===== src/rtl/dnsx_pkg.sv =====
// ----------------------------------------------------------------------------
// dnsx_pkg
// Types and constants shared by the DNS A-record extractor modules.
// ----------------------------------------------------------------------------
package dnsx_pkg;

  // Result status codes.
  localparam logic [1:0] STATUS_FOUND = 2'd0;
  localparam logic [1:0] STATUS_NO_A  = 2'd1;
  localparam logic [1:0] STATUS_TRUNC = 2'd2;

  // Fixed offsets and lengths within the packet.
  localparam logic [3:0] HDR_QD_HI   = 4'd4;
  localparam logic [3:0] HDR_QD_LO   = 4'd5;
  localparam logic [3:0] HDR_AN_HI   = 4'd6;
  localparam logic [3:0] HDR_AN_LO   = 4'd7;
  localparam logic [3:0] HDR_LAST    = 4'd11;
  localparam logic [3:0] QTAIL_LAST  = 4'd3;
  localparam logic [3:0] ATAIL_TY_HI = 4'd0;
  localparam logic [3:0] ATAIL_TY_LO = 4'd1;
  localparam logic [3:0] ATAIL_RD_HI = 4'd8;
  localparam logic [3:0] ATAIL_RD_LO = 4'd9;
  localparam logic [3:0] ADDR_LAST   = 4'd3;

  localparam logic [15:0] TYPE_A   = 16'd1;
  localparam logic [15:0] ADDR_LEN = 16'd4;

  // Default queue depths.
  localparam int IN_DEPTH_DEF  = 4;
  localparam int OUT_DEPTH_DEF = 2;

  // One packet byte after classification.
  typedef struct packed {
    logic [7:0] data_byte;
    logic       last_byte;
    logic       is_ptr;
    logic       is_zero;
  } item_t;

  // One result.
  typedef struct packed {
    logic [1:0]  status;
    logic [31:0] ipv4_address;
  } result_t;

endpackage


===== src/rtl/dnsx_fifo.sv =====
// ----------------------------------------------------------------------------
// dnsx_fifo
// Small synchronous queue with push/full and pop/empty handshakes.
// ----------------------------------------------------------------------------
module dnsx_fifo #(
  parameter int WIDTH = 8,
  parameter int DEPTH = 4
) (
  input  logic             clk,
  input  logic             rst_n,
  input  logic             push,
  input  logic [WIDTH-1:0] wdata,
  output logic             full,
  input  logic             pop,
  output logic [WIDTH-1:0] rdata,
  output logic             empty
);

  localparam int PW = (DEPTH > 1) ? $clog2(DEPTH) : 1;
  localparam int CW = $clog2(DEPTH + 1);

  logic [WIDTH-1:0] mem_r [DEPTH];
  logic [PW-1:0]    wr_ptr_r, wr_ptr_nxt;
  logic [PW-1:0]    rd_ptr_r, rd_ptr_nxt;
  logic [CW-1:0]    count_r, count_nxt;
  logic             do_push;
  logic             do_pop;

  assign full    = (count_r == CW'(DEPTH));
  assign empty   = (count_r == '0);
  assign do_push = push && !full;
  assign do_pop  = pop && !empty;
  assign rdata   = mem_r[rd_ptr_r];

  always_comb begin
    wr_ptr_nxt = wr_ptr_r;
    rd_ptr_nxt = rd_ptr_r;
    count_nxt  = count_r;
    if (do_push) begin
      wr_ptr_nxt = (wr_ptr_r == PW'(DEPTH - 1)) ? '0 : wr_ptr_r + 1'b1;
    end
    if (do_pop) begin
      rd_ptr_nxt = (rd_ptr_r == PW'(DEPTH - 1)) ? '0 : rd_ptr_r + 1'b1;
    end
    if (do_push && !do_pop) begin
      count_nxt = count_r + 1'b1;
    end else if (do_pop && !do_push) begin
      count_nxt = count_r - 1'b1;
    end
  end

  always_ff @(posedge clk) begin
    if (!rst_n) begin
      wr_ptr_r <= '0;
      rd_ptr_r <= '0;
      count_r  <= '0;
    end else begin
      wr_ptr_r <= wr_ptr_nxt;
      rd_ptr_r <= rd_ptr_nxt;
      count_r  <= count_nxt;
    end
  end

  always_ff @(posedge clk) begin
    if (do_push) begin
      mem_r[wr_ptr_r] <= wdata;
    end
  end

endmodule


===== src/rtl/dnsx_front.sv =====
// ----------------------------------------------------------------------------
// dnsx_front
// Accepts packet bytes, tags each one for the name parser and queues it.
// ----------------------------------------------------------------------------
module dnsx_front #(
  parameter int DEPTH = 4
) (
  input  logic            clk,
  input  logic            rst_n,
  input  logic            in_push,
  input  logic [7:0]      in_data_byte,
  input  logic            in_last_byte,
  output logic            in_full,
  input  logic            item_take,
  output dnsx_pkg::item_t item,
  output logic            item_valid
);

  import dnsx_pkg::*;

  item_t cls;
  logic  q_empty;

  // A label count with either top bit set starts a compression pointer.
  always_comb begin
    cls.data_byte = in_data_byte;
    cls.last_byte = in_last_byte;
    cls.is_ptr    = in_data_byte[7] | in_data_byte[6];
    cls.is_zero   = (in_data_byte == 8'h00);
  end

  dnsx_fifo #(
    .WIDTH($bits(item_t)),
    .DEPTH(DEPTH)
  ) u_queue (
    .clk  (clk),
    .rst_n(rst_n),
    .push (in_push),
    .wdata(cls),
    .full (in_full),
    .pop  (item_take),
    .rdata(item),
    .empty(q_empty)
  );

  assign item_valid = !q_empty;

endmodule


===== src/rtl/dnsx_parser.sv =====
// ----------------------------------------------------------------------------
// dnsx_parser
// Walks header, questions and answers one byte per cycle while the result
// queue has room, and produces the result of each packet.
// ----------------------------------------------------------------------------
module dnsx_parser (
  input  logic              clk,
  input  logic              rst_n,
  input  logic              item_valid,
  input  dnsx_pkg::item_t   item,
  output logic              item_take,
  input  logic              res_full,
  output logic              res_push,
  output dnsx_pkg::result_t res
);

  import dnsx_pkg::*;

  typedef enum logic [7:0] {
    PH_HEADER = 8'b0000_0001,
    PH_QNAME  = 8'b0000_0010,
    PH_QTAIL  = 8'b0000_0100,
    PH_ANAME  = 8'b0000_1000,
    PH_ATAIL  = 8'b0001_0000,
    PH_RDATA  = 8'b0010_0000,
    PH_ADDR   = 8'b0100_0000,
    PH_DONE   = 8'b1000_0000
  } phase_t;

  phase_t      phase_r, phase_nxt;
  logic [3:0]  pos_r, pos_nxt;
  logic [15:0] qd_r, qd_nxt;
  logic [15:0] an_r, an_nxt;
  logic [5:0]  lbl_r, lbl_nxt;
  logic [15:0] rtype_r, rtype_nxt;
  logic [15:0] rdlen_r, rdlen_nxt;
  logic [31:0] acc_r, acc_nxt;
  logic        sent_r, sent_nxt;

  logic        have;
  logic [1:0]  res_status;
  logic [31:0] res_addr;
  logic [15:0] an_dec;
  logic [15:0] rd_dec;
  logic        name_end;
  phase_t      tail_phase;

  assign item_take = item_valid && !res_full;
  assign res_push  = item_take && have;
  assign an_dec    = an_r - 16'd1;
  assign rd_dec    = rdlen_r - 16'd1;

  always_comb begin
    phase_nxt  = phase_r;
    pos_nxt    = pos_r;
    qd_nxt     = qd_r;
    an_nxt     = an_r;
    lbl_nxt    = lbl_r;
    rtype_nxt  = rtype_r;
    rdlen_nxt  = rdlen_r;
    acc_nxt    = acc_r;
    sent_nxt   = sent_r;
    have       = 1'b0;
    res_status = STATUS_FOUND;
    res_addr   = '0;
    name_end   = 1'b0;
    tail_phase = (phase_r == PH_QNAME) ? PH_QTAIL : PH_ATAIL;

    if (item_take) begin
      case (phase_r)
        PH_HEADER: begin
          if (pos_r == HDR_QD_HI) begin
            qd_nxt = {item.data_byte, 8'h00};
          end else if (pos_r == HDR_QD_LO) begin
            qd_nxt = qd_r | {8'h00, item.data_byte};
          end else if (pos_r == HDR_AN_HI) begin
            an_nxt = {item.data_byte, 8'h00};
          end else if (pos_r == HDR_AN_LO) begin
            an_nxt = an_r | {8'h00, item.data_byte};
          end
          if (pos_r == HDR_LAST) begin
            if (qd_r != 16'd0) begin
              phase_nxt = PH_QNAME;
              lbl_nxt   = '0;
              pos_nxt   = '0;
            end else if (an_r == 16'd0) begin
              have      = 1'b1;
              res_status = STATUS_NO_A;
              sent_nxt  = 1'b1;
              phase_nxt = PH_DONE;
            end else begin
              phase_nxt = PH_ANAME;
              lbl_nxt   = '0;
              pos_nxt   = '0;
            end
          end else begin
            pos_nxt = pos_r + 4'd1;
          end
        end
        PH_QNAME, PH_ANAME: begin
          if (lbl_r != 6'd0) begin
            lbl_nxt = lbl_r - 6'd1;
            // The second pointer byte closes the name.
            if (lbl_r == 6'd1 && pos_r == 4'd1) begin
              name_end = 1'b1;
            end
          end else if (item.is_ptr) begin
            lbl_nxt = 6'd1;
            pos_nxt = 4'd1;
          end else if (!item.is_zero) begin
            lbl_nxt = item.data_byte[5:0];
          end else begin
            name_end = 1'b1;
          end
          if (name_end) begin
            phase_nxt = tail_phase;
            pos_nxt   = '0;
          end
        end
        PH_QTAIL: begin
          if (pos_r == QTAIL_LAST) begin
            qd_nxt = qd_r - 16'd1;
            if (qd_r != 16'd1) begin
              phase_nxt = PH_QNAME;
              lbl_nxt   = '0;
              pos_nxt   = '0;
            end else if (an_r == 16'd0) begin
              have       = 1'b1;
              res_status = STATUS_NO_A;
              sent_nxt   = 1'b1;
              phase_nxt  = PH_DONE;
            end else begin
              phase_nxt = PH_ANAME;
              lbl_nxt   = '0;
              pos_nxt   = '0;
            end
          end else begin
            pos_nxt = pos_r + 4'd1;
          end
        end
        PH_ATAIL: begin
          if (pos_r == ATAIL_TY_HI) begin
            rtype_nxt = {item.data_byte, 8'h00};
          end else if (pos_r == ATAIL_TY_LO) begin
            rtype_nxt = rtype_r | {8'h00, item.data_byte};
          end else if (pos_r == ATAIL_RD_HI) begin
            rdlen_nxt = {item.data_byte, 8'h00};
          end else if (pos_r == ATAIL_RD_LO) begin
            rdlen_nxt = rdlen_r | {8'h00, item.data_byte};
          end
          if (pos_r == ATAIL_RD_LO) begin
            pos_nxt = '0;
            if (rtype_r == TYPE_A && rdlen_nxt == ADDR_LEN) begin
              phase_nxt = PH_ADDR;
              acc_nxt   = '0;
            end else if (rdlen_nxt != 16'd0) begin
              phase_nxt = PH_RDATA;
            end else begin
              an_nxt = an_dec;
              if (an_dec == 16'd0) begin
                have       = 1'b1;
                res_status = STATUS_NO_A;
                sent_nxt   = 1'b1;
                phase_nxt  = PH_DONE;
              end else begin
                phase_nxt = PH_ANAME;
                lbl_nxt   = '0;
              end
            end
          end else begin
            pos_nxt = pos_r + 4'd1;
          end
        end
        PH_RDATA: begin
          rdlen_nxt = rd_dec;
          if (rd_dec == 16'd0) begin
            an_nxt = an_dec;
            if (an_dec == 16'd0) begin
              have       = 1'b1;
              res_status = STATUS_NO_A;
              sent_nxt   = 1'b1;
              phase_nxt  = PH_DONE;
            end else begin
              phase_nxt = PH_ANAME;
              lbl_nxt   = '0;
              pos_nxt   = '0;
            end
          end
        end
        PH_ADDR: begin
          acc_nxt = {acc_r[23:0], item.data_byte};
          if (pos_r == ADDR_LAST) begin
            have       = 1'b1;
            res_status = STATUS_FOUND;
            res_addr   = acc_nxt;
            sent_nxt   = 1'b1;
            phase_nxt  = PH_DONE;
          end else begin
            pos_nxt = pos_r + 4'd1;
          end
        end
        PH_DONE: begin
        end
        default: begin
        end
      endcase

      // The final byte reports truncation unless a result was already given,
      // and then returns the parser to its start state.
      if (item.last_byte) begin
        if (!have && !sent_r) begin
          have       = 1'b1;
          res_status = STATUS_TRUNC;
          res_addr   = '0;
        end
        phase_nxt = PH_HEADER;
        pos_nxt   = '0;
        qd_nxt    = '0;
        an_nxt    = '0;
        lbl_nxt   = '0;
        rtype_nxt = '0;
        rdlen_nxt = '0;
        acc_nxt   = '0;
        sent_nxt  = 1'b0;
      end
    end
  end

  always_comb begin
    res.status       = res_status;
    res.ipv4_address = res_addr;
  end

  always_ff @(posedge clk) begin
    if (!rst_n) begin
      phase_r <= PH_HEADER;
      pos_r   <= '0;
      qd_r    <= '0;
      an_r    <= '0;
      lbl_r   <= '0;
      rtype_r <= '0;
      rdlen_r <= '0;
      acc_r   <= '0;
      sent_r  <= 1'b0;
    end else begin
      phase_r <= phase_nxt;
      pos_r   <= pos_nxt;
      qd_r    <= qd_nxt;
      an_r    <= an_nxt;
      lbl_r   <= lbl_nxt;
      rtype_r <= rtype_nxt;
      rdlen_r <= rdlen_nxt;
      acc_r   <= acc_nxt;
      sent_r  <= sent_nxt;
    end
  end

endmodule


===== src/rtl/dns_a_record_extractor_core.sv =====
// Streaming DNS response reader that returns the first IPv4 address record.
// Input channel: one packet byte per transfer (in_data_byte) with in_last_byte
// marking the final byte; a transfer happens when in_push is high and in_full
// is low. Result channel: out_status and out_ipv4_address show the oldest
// result while out_empty is low; out_pop takes it.
// Each packet gives at most one result: address found, no A record among the
// answers, or truncation when the packet ends before a decision.
// Throughput is one byte per cycle while the result queue is not full.
// The byte that decides a result is registered in the input queue; the
// parser step that takes it pushes the result into the result queue, and
// out_empty goes low once the result is stored there.
// When the receiver stalls, results collect in the result queue; once it is
// full the parser holds and the input queue fills, raising in_full.
// A synchronous reset (rst_n low) empties both queues and returns the parser
// to the header of a new packet.
// ----------------------------------------------------------------------------
// dns_a_record_extractor_core
// Top level: classifying front queue, parser back end and result queue.
// ----------------------------------------------------------------------------
module dns_a_record_extractor_core #(
  parameter int IN_DEPTH  = dnsx_pkg::IN_DEPTH_DEF,
  parameter int OUT_DEPTH = dnsx_pkg::OUT_DEPTH_DEF
) (
  input  logic        clk,
  input  logic        rst_n,
  input  logic        in_push,
  input  logic [7:0]  in_data_byte,
  input  logic        in_last_byte,
  output logic        in_full,
  input  logic        out_pop,
  output logic        out_empty,
  output logic [1:0]  out_status,
  output logic [31:0] out_ipv4_address
);

  import dnsx_pkg::*;

  item_t   item;
  logic    item_valid;
  logic    item_take;
  logic    res_full;
  logic    res_push;
  result_t res;
  result_t res_head;

  dnsx_front #(
    .DEPTH(IN_DEPTH)
  ) u_front (
    .clk         (clk),
    .rst_n       (rst_n),
    .in_push     (in_push),
    .in_data_byte(in_data_byte),
    .in_last_byte(in_last_byte),
    .in_full     (in_full),
    .item_take   (item_take),
    .item        (item),
    .item_valid  (item_valid)
  );

  dnsx_parser u_parser (
    .clk       (clk),
    .rst_n     (rst_n),
    .item_valid(item_valid),
    .item      (item),
    .item_take (item_take),
    .res_full  (res_full),
    .res_push  (res_push),
    .res       (res)
  );

  dnsx_fifo #(
    .WIDTH($bits(result_t)),
    .DEPTH(OUT_DEPTH)
  ) u_res_queue (
    .clk  (clk),
    .rst_n(rst_n),
    .push (res_push),
    .wdata(res),
    .full (res_full),
    .pop  (out_pop),
    .rdata(res_head),
    .empty(out_empty)
  );

  assign out_status       = res_head.status;
  assign out_ipv4_address = res_head.ipv4_address;

endmodule


===== config.mk =====
export PLATFORM = sky130hd
export DESIGN_NAME = dns_a_record_extractor_core
export DESIGN_NICKNAME = d
export VERILOG_FILES = /design/src/rtl/dnsx_pkg.sv /design/src/rtl/dnsx_fifo.sv /design/src/rtl/dnsx_front.sv /design/src/rtl/dnsx_parser.sv /design/src/rtl/dns_a_record_extractor_core.sv
export SDC_FILE = /design/constraint.sdc
export NUM_CORES = 1
export LEC_CHECK = 0
export ABC_AREA = 1
export CAP_MARGIN = 20
export CORE_AREA = 2 2 209 149
export CTS_BUF_LIST = sky130_fd_sc_hd__clkbuf_8
export DETAILED_ROUTE_END_ITERATION = 7
export DIE_AREA = 0 0 211 151
export DONT_BUFFER_PORTS = 1
export PLACE_DENSITY = 0.63
export REMOVE_ABC_BUFFERS = 1
export SLEW_MARGIN = 10
export SYNTH_ARGS = -nofsm -noshare
export SYNTH_HDL_FRONTEND = slang
export SYNTH_SLANG_ARGS = --single-unit

===== constraint.sdc =====
create_clock -name clk -period 7.04 [get_ports clk]
set_input_delay 0.704 -clock clk [delete_from_list [all_inputs] [get_ports clk]]
set_output_delay 0.704 -clock clk [all_outputs]
set_load 0.02 [all_outputs]

==> run_results.csv, run 1 <==
group,metric,value,unit
setup_path,critPathLaunchType,"flip-flop",
logic_synthesis,synth.yosys.warnings,0,
setup_path,worst-path-max-fanout,34,
sta,hold_violations_final,0,
clock_network,tritoncts,"done",
logic_synthesis,share_of_the_synthesized_area_in_compound_gates_ao_oa_aoi_oai,12.95,%
cells_and_area,final_cell_mix,"nand2_1 (323), nor2_1 (242), inv_1 (189), dfxtp_1 (121), a21oi_1 (114)",
logic_synthesis,post_synth_fa_ha_maj_area_fraction,2.274,%
sta,final_min_period_over_clock_period,57.69,%
setup_path,reg2reg_slack,2980,ps
global_routing,grt_remaining_overflow,0,
clock_network,clock_sinks,233,
logic_synthesis,synth.largest_area_cell,"edfxtp_1",
sta,setup_violations,0,
pwr,power-per-cell-area,466.4,mW/mm²
clock_network,cts_hold_buffers,0,
detailed_routing,detailedRoute.firstIterationViolations,1261,
logic_synthesis,postSynthAreaPerCell,7.825,µm²
cells_and_area,final_cell_count_no_fill,2003,
clock_network,cts_max_path_buffers,3,
place,gpl.final_weighted_congestion,0.9591,
cells_and_area,area_growth_syn_to_layout,9.147,%
worst_hold_path,hold_depth,0,
floorplan,dieArea,0.03186,mm²
floorplan,placement_rows,53,
logic_synthesis,synthTopCellsByArea,"edfxtp_1 (27%), dfxtp_1 (19%), nand2_1 (9.8%), nor2_1 (7.3%), inv_1 (5.5%)",
worst_hold_path,min-delay-path-class,"in -> reg",
global_routing,grt_max_degree,57,
detailed_routing,num_vias,10840,
global_routing,antenna_found_initial,0,
place,detailed_placer_s_ending_hpwl,24.97,mm
logic_synthesis,yosys.area_share.simple,26.28,%
clock_network,cts_root_buf,"clkbuf_8",
logic_synthesis,postSynth.asyncResetShare,0,%
worst_hold_path,worstHoldStart,"in_data_byte[1]",
setup_path,critPathKind,"reg -> reg",
detailed_routing,1st_pass_router_iterations,5,
pwr,irDropWorstVdd,0.0002323,V
logic_synthesis,synthDominantCellAreaShare,27.05,%
floorplan,die_h,151,µm
setup_path,r2r-end,"u_res_queue.mem_r[0][6]",
logic_synthesis,unique_masters_post_synth,55,
clock_network,cts.htree.levels,2,
cells_and_area,antenna_cells_inserted,0,
logic_synthesis,yosysSeqAreaShare,46.53,%
sta,rsz0062_at_grt,"no",
logic_synthesis,ys.flop_type,"dfxtp_1",
detailed_routing,remaining_drc_errors,0,
worst_hold_path,timing.hold.worst_endpoint,"u_front.u_queue.mem_r[0][4]",
run,cap_violations,0,
floorplan,fp.dieW,211,µm
pwr,finalPower,6.331,mW
setup_path,endpoint_kind,"flip-flop",
clock_network,cts_repair_resize_count,0,
floorplan,num_ports,49,
logic_synthesis,number_of_flops_mapped_to_enable_cells_by_yosys,112,
logic_synthesis,synth.ff_latch_count,233,
logic_synthesis,dominant_combinational_cell_family_by_area_after_synthesis,"simple AND/OR/NAND/NOR gates",
setup_path,cp.arrival,4250,ps
logic_synthesis,postSynthCellCount,1589,
sta,worst_pin_slew,1036,ps
cells_and_area,layout_commonest_cell,"nand2_1",
sta,slew_viol_final,0,
global_routing,gr-usage-all-layers,22.39,%
global_routing,first_pass_grt_wire_length,55.36,mm
clock_network,cts_made_buffers,39,
cells_and_area,finish.utilization,45.58,%
detailed_routing,vias_per_cell,5.413,
setup_path,cp.required,7230,ps
pwr,p_leak,5.512,nW
clock_network,clk_pin_slew_worst_paths,70,ps
detailed_routing,postRouteAntennaNets,0,
sta,finalSetupTns,0,ps
floorplan,initial_core_util,41.76,%
logic_synthesis,synth.cell_area,0.01243,mm²
detailed_routing,route.final.wire_length,35.30,mm
sta,worst_clock_skew,21.91,ps
cells_and_area,layout-drive-gt1-share,9.271,%
logic_synthesis,yosys-mux-area-fraction,3.079,%
sta,fmax,246.2,MHz
clock_network,postCtsSetupBuffers,0,
place,number_of_input_and_output_port_buffers_inserted,0,
floorplan,design.core.area,0.02977,mm²
clock_network,clock_insertion_delay_worst_skew,580,ps
place,placed_cells_incl_taps,1932,
run_status,status,"completed",
cells_and_area,layout.filler_cells,2895,
setup_path,ff_to_ff_path_depth,14,
sta,min_period,4061,ps
global_routing,first_global_vias,9713,
cells_and_area,layout.nets,1624,
sta,max-slew-margin-rel,30.66,%
detailed_routing,drt-wirelength-per-cell,17.63,µm
logic_synthesis,synth_xor_area_share,1.127,%
[state kept, by name, indices dropped and copies added, names as in the netlist, 3 cells and up, named ones only]
| name | flops |
|---|---|
| u_front.u_queue.count_r | 3 |
| u_front.u_queue.mem_r | 44 |
| u_parser.acc_r | 24 |
| u_parser.an_r | 16 |
| u_parser.lbl_r | 6 |
| u_parser.phase_r | 8 |
| u_parser.pos_r | 4 |
| u_parser.qd_r | 16 |
| u_parser.rdlen_r | 16 |
| u_parser.rtype_r | 16 |
| u_res_queue.mem_r | 68 |
[per-stage QoR]
stage,hold slack [ps],setup slack (ps),cell area [µm²]
detailed placement,446.3,2947,12750
global route,182.0,2588,13570
finish,218.0,2979,13570
CTS,181.2,2949,13560
global placement,436.9,3054,12740
floorplan,429.4,2552,12180
[worst max path at each step]
| stage | startpoint | end |
|---|---|---|
| floorplan | flip-flop | u_res_queue.mem_r[0][0] |
| global placement | flip-flop | u_res_queue.mem_r[0][3] |
| detailed placement | flip-flop | u_res_queue.mem_r[0][3] |
| CTS | flip-flop | u_res_queue.mem_r[0][27] |
| global route | flip-flop | u_parser.acc_r[13] |
| finish | flip-flop | u_res_queue.mem_r[0][6] |
[critical path, cell delays in order, from the launching register on]
cell and delay (ps):
dfxtp_1 770, inv_2 320, nand2_1 140, nand3_1 70, nand2_1 340, nand2_1 90, o21ai_1 140, nand2_1 80
nor2_1 100, nand2_1 110, nor2_4 270, nand3_1 160, nand4_1 160, nand2_1 130, nor2_4 760
[Yosys cell counts, types with 3 or more instances]
library cell and n:
a211oi_1 9, a21oi_1 114, a22oi_1 8, buf_2 15, buf_4 5, buf_6 3
clkbuf_1 28, dfxtp_1 121, edfxtp_1 112, ha_1 21, inv_1 181, inv_2 7
mux2_2 34, nand2_1 323, nand2_2 10, nand3_1 99, nand3b_1 5, nand4_1 20
nor2_1 243, nor2_2 5, nor2_4 5, nor3_1 28, nor3_2 8, nor4_1 3
o211ai_1 9, o21ai_0 88, o21ai_1 18, o22ai_1 10, o32ai_1 6, or2_2 3
xnor2_1 8, xor2_1 8
[where the power goes]
group / total, mW / internal [mW] / switching, mW
Clock: 1.26 / 0.673 / 0.588
Combinational: 3.06 / 0.870 / 2.19
Sequential: 2.01 / 1.80 / 0.208
[per-layer routing]
metal	global-route usage, %	vias up	wire [µm]
li1	-	5321	-
met1	35.22	5020	17540
met2	29.93	447	13460
met3	5.743	54	3671
met4	5.141	0	624
met5	0	-	0
[logic make-up (layout without fill, tap and decap cells)]
group                      after synthesis  count (layout)
DFF                                    233             233
adders and majority gates               22              22
muxes                                   34              34
and+or+nand+nor                        759             759
AOI/OAI and AO/OA                      284             284
buffers and inverters                  241             270
xor gates and xnor gates                16              16
[area by class of cell]
cell class / count / area [µm²] / area share, %
timing repair buffer: 12 / 97.59 / 0.7191
clock inverter: 28 / 231.5 / 1.706
clock buffer: 42 / 578.1 / 4.259
tap: 385 / 481.7 / 3.549
inverter: 188 / 705.7 / 5.200
multi-input combinational: 1115 / 5692 / 41.94
sequential: 233 / 5786 / 42.63
Note: power is estimated with default switching activity, not from simulation.
==> run 2, diff against run 1 <==
--- a/config.mk
+++ b/config.mk
@@ -5,12 +5,12 @@
 export SDC_FILE = /design/constraint.sdc
 export NUM_CORES = 1
 export LEC_CHECK = 0
-export ABC_AREA = 1
+export ABC_AREA = 0
 export CAP_MARGIN = 20
-export CORE_AREA = 2 2 209 149
+export CORE_AREA = 2 2 205 147
 export CTS_BUF_LIST = sky130_fd_sc_hd__clkbuf_8
 export DETAILED_ROUTE_END_ITERATION = 7
-export DIE_AREA = 0 0 211 151
+export DIE_AREA = 0 0 207 149
 export DONT_BUFFER_PORTS = 1
 export PLACE_DENSITY = 0.63
 export REMOVE_ABC_BUFFERS = 1
==> constraint.sdc (replaced) <==
create_clock -name clk -period 3.9 [get_ports clk]
set_input_delay 0.39 -clock clk [delete_from_list [all_inputs] [get_ports clk]]
set_output_delay 0.39 -clock clk [all_outputs]
set_load 0.02 [all_outputs]
==> run_results.csv, run 2 <==
group,metric,value,unit
floorplan,fp.dieW,207,µm
setup_path,cp.required,4360,ps
cells_and_area,layout.filler_cells,2775,
logic_synthesis,synth.most_common_cell,"nor2_1",
pwr,netSwitchingPower,4.328,mW
floorplan,initial_core_util,40.94,%
global_routing,gr-usage-all-layers,21.22,%
logic_synthesis,synth.largest_area_cell,"edfxtp_1",
clock_network,cts_made_buffers,39,
setup_path,critPathKind,"reg -> reg",
sta,final_min_period_over_clock_period,93.75,%
setup_path,cp.arrival,4120,ps
clock_network,cts_root_buf,"clkbuf_8",
logic_synthesis,synth.top_cells.by_count,"nor2_1 (124), nand2_1 (122), dfxtp_1 (121), edfxtp_1 (112), a21oi_1 (84)",
logic_synthesis,postSynthCellCount,1251,
pwr,pwr-share-comb,45.6,%
floorplan,design.core.area,0.02918,mm²
global_routing,grt_remaining_overflow,0,
sta,slew_viol_final,0,
setup_path,critPathLaunchType,"flip-flop",
clock_network,clock_insertion_delay_worst_skew,560,ps
cells_and_area,largest_register_ffs,68,
cells_and_area,largest-register,"u_res_queue.mem_r",
detailed_routing,route.final.wire_length,33.29,mm
detailed_routing,detailedRoute.firstIterationViolations,1119,
global_routing,first_global_vias,9262,
place,detailed_placer_s_ending_hpwl,21.47,mm
detailed_routing,1st_pass_router_iterations,5,
logic_synthesis,synth.ff_latch_count,233,
logic_synthesis,yosysSeqAreaShare,48.43,%
logic_synthesis,number_of_flops_mapped_to_enable_cells_by_yosys,112,
sta,setup_violations,0,
detailed_routing,num_vias,9950,
sta,max-slew-margin-rel,47.02,%
worst_hold_path,min-delay-path-class,"in -> reg",
sta,rsz0062_at_grt,"no",
pwr,p_leak,4.896,nW
pwr,irDropWorstVdd,0.0005638,V
clock_network,cts.htree.levels,2,
logic_synthesis,postSynthAreaPerCell,9.550,µm²
floorplan,num_ports,49,
floorplan,dieArea,0.03084,mm²
cells_and_area,final_cell_count_no_fill,1689,
place,number_of_input_and_output_port_buffers_inserted,0,
clock_network,cts_max_path_buffers,3,
floorplan,die_h,149,µm
place,placed_cells_incl_taps,1607,
logic_synthesis,synthDominantCellAreaShare,28.15,%
global_routing,grt_max_degree,49,
logic_synthesis,synth.cell_area,0.01195,mm²
sta,hold_violations_final,0,
global_routing,first_pass_grt_wire_length,52.55,mm
cells_and_area,finish.utilization,46.06,%
detailed_routing,vias_per_cell,5.891,
clock_network,clk_pin_slew_worst_paths,60,ps
floorplan,placement_rows,53,
pwr,power_frac_seq,33.3,%
detailed_routing,drt-wirelength-per-cell,19.71,µm
pwr,switching_share,43.33,%
cells_and_area,final_cell_mix,"nand2_1 (122), nor2_1 (122), dfxtp_1 (120), edfxtp_1 (112), a21oi_1 (84)",
logic_synthesis,synth.yosys.warnings,0,
setup_path,endpoint_kind,"flip-flop",
detailed_routing,remaining_drc_errors,0,
logic_synthesis,synthTopCellsByArea,"edfxtp_1 (28%), dfxtp_1 (20%), nor2_1 (3.9%), nand2_1 (3.8%), a21oi_1 (3.5%)",
pwr,power.clock.fraction,21.2,%
logic_synthesis,ys.flop_type,"dfxtp_1",
detailed_routing,postRouteAntennaNets,0,
cells_and_area,layout-drive-gt1-share,13.96,%
cells_and_area,antenna_cells_inserted,0,
sta,fmax,273.5,MHz
logic_synthesis,postSynth.asyncResetShare,0,%
place,gpl.final_weighted_congestion,0.9236,
setup_path,worst-path-max-fanout,8,
logic_synthesis,unique_masters_post_synth,81,
clock_network,clock_sinks,233,
cells_and_area,area_growth_syn_to_layout,12.51,%
cells_and_area,top_regs,"u_res_queue.mem_r: 68 flops, u_front.u_queue.mem_r: 44 flops, u_parser.acc_r: 24 flops",
pwr,finalPower,9.988,mW
cells_and_area,layout.nets,1309,
run_status,status,"completed",
pwr,power-per-cell-area,743.1,mW/mm²
sta,min_period,3656,ps
sta,worst_pin_slew,793.0,ps
pwr,power.internal,5.659,mW
run,cap_violations,0,
global_routing,antenna_found_initial,0,
clock_network,tritoncts,"done",
sta,worst_clock_skew,32.01,ps
[run 2: path summary, 6_finish.rpt]
| path | start | end | cells past startpoint | slack (ps) |
|---|---|---|---|---|
| hold reg to reg | u_parser.acc_r[3] | u_parser.acc_r[11] | 2 | 460 |
| setup reg to reg | u_parser.pos_r[0] | u_res_queue.count_r[1] | 13 | 240 |
| hold / removal | rst_n | u_parser.acc_r[9] | 2 | 20 |
| setup / recovery | u_parser.pos_r[0] | u_res_queue.count_r[1] | 13 | 240 |
[run 2: kinds of logic after synthesis]
logic type	synth area share [%]
xor+xnor	1.393
simple gates	21.47
compound gates	16.39
mux	6.284
buf+inv	3.666
fa+ha+maj	2.367
flops	48.43
[run 2: power groups by stage]
stage          registers, mW  clock network, mW  logic [mW]
2_1_floorplan           3.35                  0        2.96
3_3_place_gp            3.34                  0        4.38
3_5_place_dp            3.36                  0        4.43
4_1_cts                 3.31               2.17        4.47
5_1_grt                 3.37               2.27        4.94
6_report                3.32               2.11        4.55
[run 2: worst max-delay path, stage by stage, from the launching register on]
cell	delay, ps
dfxtp_2	400
inv_1	100
ha_1	220
nand3b_1	130
nand4_1	240
or4_1	600
o221ai_2	200
and3_1	210
a32o_1	190
nand4_1	170
a31oi_4	270
ha_1	310
or3_1	360
a21boi_0	160
[run 2: routing by layer]
layer  vias to the layer above  track usage [%]  routed length (µm)
met2                       407            30.55               13660
met3                        65            4.611                2684
met1                      4757            31.91               16210
met5                         -                0                   0
li1                       4721                -                   -
met4                         0            5.857                 733
[run 2: layout make-up]
| class | instances | area [µm²] | area share (%) |
|---|---|---|---|
| clock buffers | 43 | 591.8 | 4.403 |
| clock inverters | 28 | 158.9 | 1.182 |
| inverters | 29 | 108.9 | 0.8099 |
| multi-input cells | 907 | 5769 | 42.92 |
| flip-flops and latches | 233 | 5787 | 43.06 |
| well taps | 385 | 481.7 | 3.584 |
| repair buffers | 64 | 543.0 | 4.040 |
[run 2: what timing repair did]
item | in CTS | in global routing
hold endpoints to repair | 82 | 0
endpoints found under the setup margin | 0 | 70
gates resized for setup | 0 | 6
setup buffers | 0 | 0
hold buffers | 11 | 0
[run 2: metrics by stage]
| step | setup TNS [ps] | area, µm² | setup WS [ps] | hold WS [ps] |
|---|---|---|---|---|
| 6_report | 0 | 13440 | 243.6 | 20.48 |
| 5_1_grt | 0 | 13440 | 12.82 | 0.2670 |
| 4_1_cts | 0 | 13410 | 17.61 | 1.608 |
| 3_5_place_dp | 0 | 12540 | 82.23 | 452.7 |
| 3_3_place_gp | 0 | 12540 | 195.7 | 445.7 |
| 2_1_floorplan | -48140 | 11620 | -1077 | 428.8 |
==> run 3, diff against run 2 <==
--- a/config.mk
+++ b/config.mk
@@ -18,3 +18,4 @@
 export SYNTH_ARGS = -nofsm -noshare
 export SYNTH_HDL_FRONTEND = slang
 export SYNTH_SLANG_ARGS = --single-unit
+export TNS_END_PERCENT = 1
==> constraint.sdc (replaced) <==
create_clock -name clk -period 4.1 [get_ports clk]
set_input_delay 0.41 -clock clk [delete_from_list [all_inputs] [get_ports clk]]
set_output_delay 0.41 -clock clk [all_outputs]
set_load 0.02 [all_outputs]
==> run_results.csv, run 3 (synthesized netlist as in run 2, its figures left out) <==
group,metric,value,unit
run_status,status,"completed",
clock_network,clk_pin_slew_worst_paths,60,ps
global_routing,antenna_found_initial,0,
detailed_routing,remaining_drc_errors,0,
global_routing,first_global_vias,9218,
global_routing,grt_remaining_overflow,0,
place,number_of_input_and_output_port_buffers_inserted,0,
cells_and_area,final_cell_count_no_fill,1677,
global_routing,gr-usage-all-layers,20.62,%
setup_path,cp.required,4560,ps
place,detailed_placer_s_ending_hpwl,21.37,mm
pwr,irDropWorstVdd,0.0005880,V
setup_path,timing.critical_path.to,"u_res_queue.count_r[1]",
setup_path,critPathKind,"reg -> reg",
global_routing,first_pass_grt_wire_length,51.44,mm
setup_path,crit_slowest_cell,"or4_1",
setup_path,worst_path_dominant_cell_family,"simple AND/OR/NAND/NOR gates",
cells_and_area,layout.filler_cells,2796,
floorplan,initial_core_util,40.94,%
cells_and_area,largest_register_ffs,68,
floorplan,dieArea,0.03084,mm²
clock_network,cts_max_path_buffers,3,
pwr,p_leak,4.848,nW
detailed_routing,1st_pass_router_iterations,6,
run,cap_violations,0,
cells_and_area,final_area,0.01339,mm²
setup_path,worst-path-max-fanout,8,
detailed_routing,detailedRoute.firstIterationViolations,1087,
detailed_routing,num_vias,9915,
floorplan,design.core.area,0.02918,mm²
clock_network,cts_root_buf,"clkbuf_8",
clock_network,tritoncts,"done",
setup_path,ff_to_ff_path_depth,13,
cells_and_area,final_cell_mix,"nand2_1 (122), nor2_1 (122), dfxtp_1 (121), edfxtp_1 (112), a21oi_1 (84)",
detailed_routing,postRouteAntennaNets,0,
cells_and_area,top_regs,"u_res_queue.mem_r: 68 flops, u_front.u_queue.mem_r: 44 flops, u_parser.acc_r: 24 flops",
sta,worst_pin_slew,775.3,ps
cells_and_area,layout-drive-gt1-share,12.85,%
worst_hold_path,hold_depth,1,
sta,hold_violations_final,0,
cells_and_area,antenna_cells_inserted,0,
sta,finalSetupTns,0,ps
sta,setup_violations,0,
clock_network,cts_made_buffers,38,
floorplan,die_h,149,µm
setup_path,max_stage_delay,600,ps
clock_network,clock_sinks,233,
sta,postLayoutSetupSlackWorst,287.8,ps
setup_path,endpoint_kind,"flip-flop",
sta,slew_viol_final,0,
sta,min_period,3812,ps
setup_path,r2r-end,"u_res_queue.count_r[1]",
setup_path,crit_cells,13,
clock_network,clock_insertion_delay_worst_skew,540,ps
place,placed_cells_incl_taps,1598,
sta,fmax,262.3,MHz
global_routing,grt_max_degree,65,
clock_network,cts.htree.levels,2,
setup_path,critPathLaunchType,"flip-flop",
setup_path,reg2reg_slack,290,ps
setup_path,cp_cell_sequence,"inv_1 -> ha_1 -> nand3b_1 -> nand4_1 -> or4_1 -> o221ai_2 -> and3_1 -> a32o_1 -> nand4_1 -> a31oi_4 -> ha_1 -> or3_1 -> a21boi_0",
cells_and_area,largest-register,"u_res_queue.mem_r",
cells_and_area,layout.nets,1300,
place,dpl_cell_area,0.01247,mm²
worst_hold_path,min-delay-path-class,"in -> reg",
detailed_routing,vias_per_cell,5.912,
pwr,power-per-cell-area,714.4,mW/mm²
cells_and_area,area_growth_syn_to_layout,12.10,%
setup_path,crit_start,"u_parser.pos_r[0]",
setup_path,cp.buffers_inverters,1,
floorplan,num_ports,49,
setup_path,worstReg2RegStart,"u_parser.pos_r[0]",
floorplan,placement_rows,53,
detailed_routing,drt-wirelength-per-cell,19.53,µm
setup_path,cp.arrival,4270,ps
sta,worst_clock_skew,15.85,ps
sta,final_min_period_over_clock_period,92.98,%
place,dpl_worst_slack,142.3,ps
sta,rsz0062_at_grt,"no",
place,gpl.final_weighted_congestion,0.9657,
detailed_routing,route.final.wire_length,32.76,mm
sta,max-slew-margin-rel,48.20,%
floorplan,fp.dieW,207,µm
[run 3: changes by cell type in the layout (fill, tap and decap cells not counted), sizes merged]
| cell | change |
|---|---|
| buf | -9 |
| clkinvlp | +1 |
| clkinv | -6 |
| clkbuf | +1 |
| bufinv | +2 |
| inv | -2 |
| dlygate4sd3 | +1 |
[run 3: layer usage]
metal	track usage [%]	wire length, µm	vias to the layer above
met5	0	0	-
met4	5.429	639	0
met3	4.653	3056	66
met2	29.78	13640	444
met1	30.91	15430	4686
li1	-	-	4719
[run 3: final cells by class]
class / count / area [µm²] / area share [%]
Clock buffer: 44 / 605.6 / 4.522
Clock inverter: 23 / 181.4 / 1.355
Inverter: 29 / 108.9 / 0.8129
Multi-Input combinational cell: 907 / 5756 / 42.98
Sequential cell: 233 / 5786 / 43.20
Tap cell: 385 / 481.7 / 3.597
Timing Repair Buffer: 56 / 473.0 / 3.532
[run 3: how the worst min path moves through the flow]
| stage | endpoint | startpoint |
|---|---|---|
| finish | u_res_queue.count_r[1] | rst_n |
| global placement | u_parser.acc_r[21] | u_parser.acc_r[21] |
| CTS | u_parser.phase_r[3] | rst_n |
| floorplan | u_parser.rtype_r[0] | u_parser.rtype_r[0] |
| global route | u_res_queue.count_r[1] | rst_n |
| detailed placement | u_parser.acc_r[20] | u_parser.acc_r[20] |
[run 3: power breakdown]
| group | internal [mW] | leakage [nW] | switching [mW] | total [mW] |
|---|---|---|---|---|
| clock | 1.17 | 0.433 | 0.922 | 2.09 |
| combinational | 1.45 | 2.41 | 2.86 | 4.31 |
| sequential | 2.89 | 2.01 | 0.273 | 3.16 |
| total | 5.51 | 4.85 | 4.06 | 9.57 |
[run 3: through the flow]
stage,hold slack (ps),utilization (%),power [mW]
floorplan,428.8,-,5.999
global placement,444.8,42.74,7.322
detailed placement,452.5,42.74,7.377
CTS,8.473,45.78,9.510
global route,24.73,45.90,10.11
finish,46.09,45.90,9.567
[run 3: timing repair]
| item | in CTS | in global routing |
|---|---|---|
| hold buffers | 10 | 1 |
| setup endpoints to repair | 0 | 70 |
| gates resized for setup | 0 | 2 |
| buffers inserted | 0 | 1 |
| hold endpoints to repair | 37 | 1 |
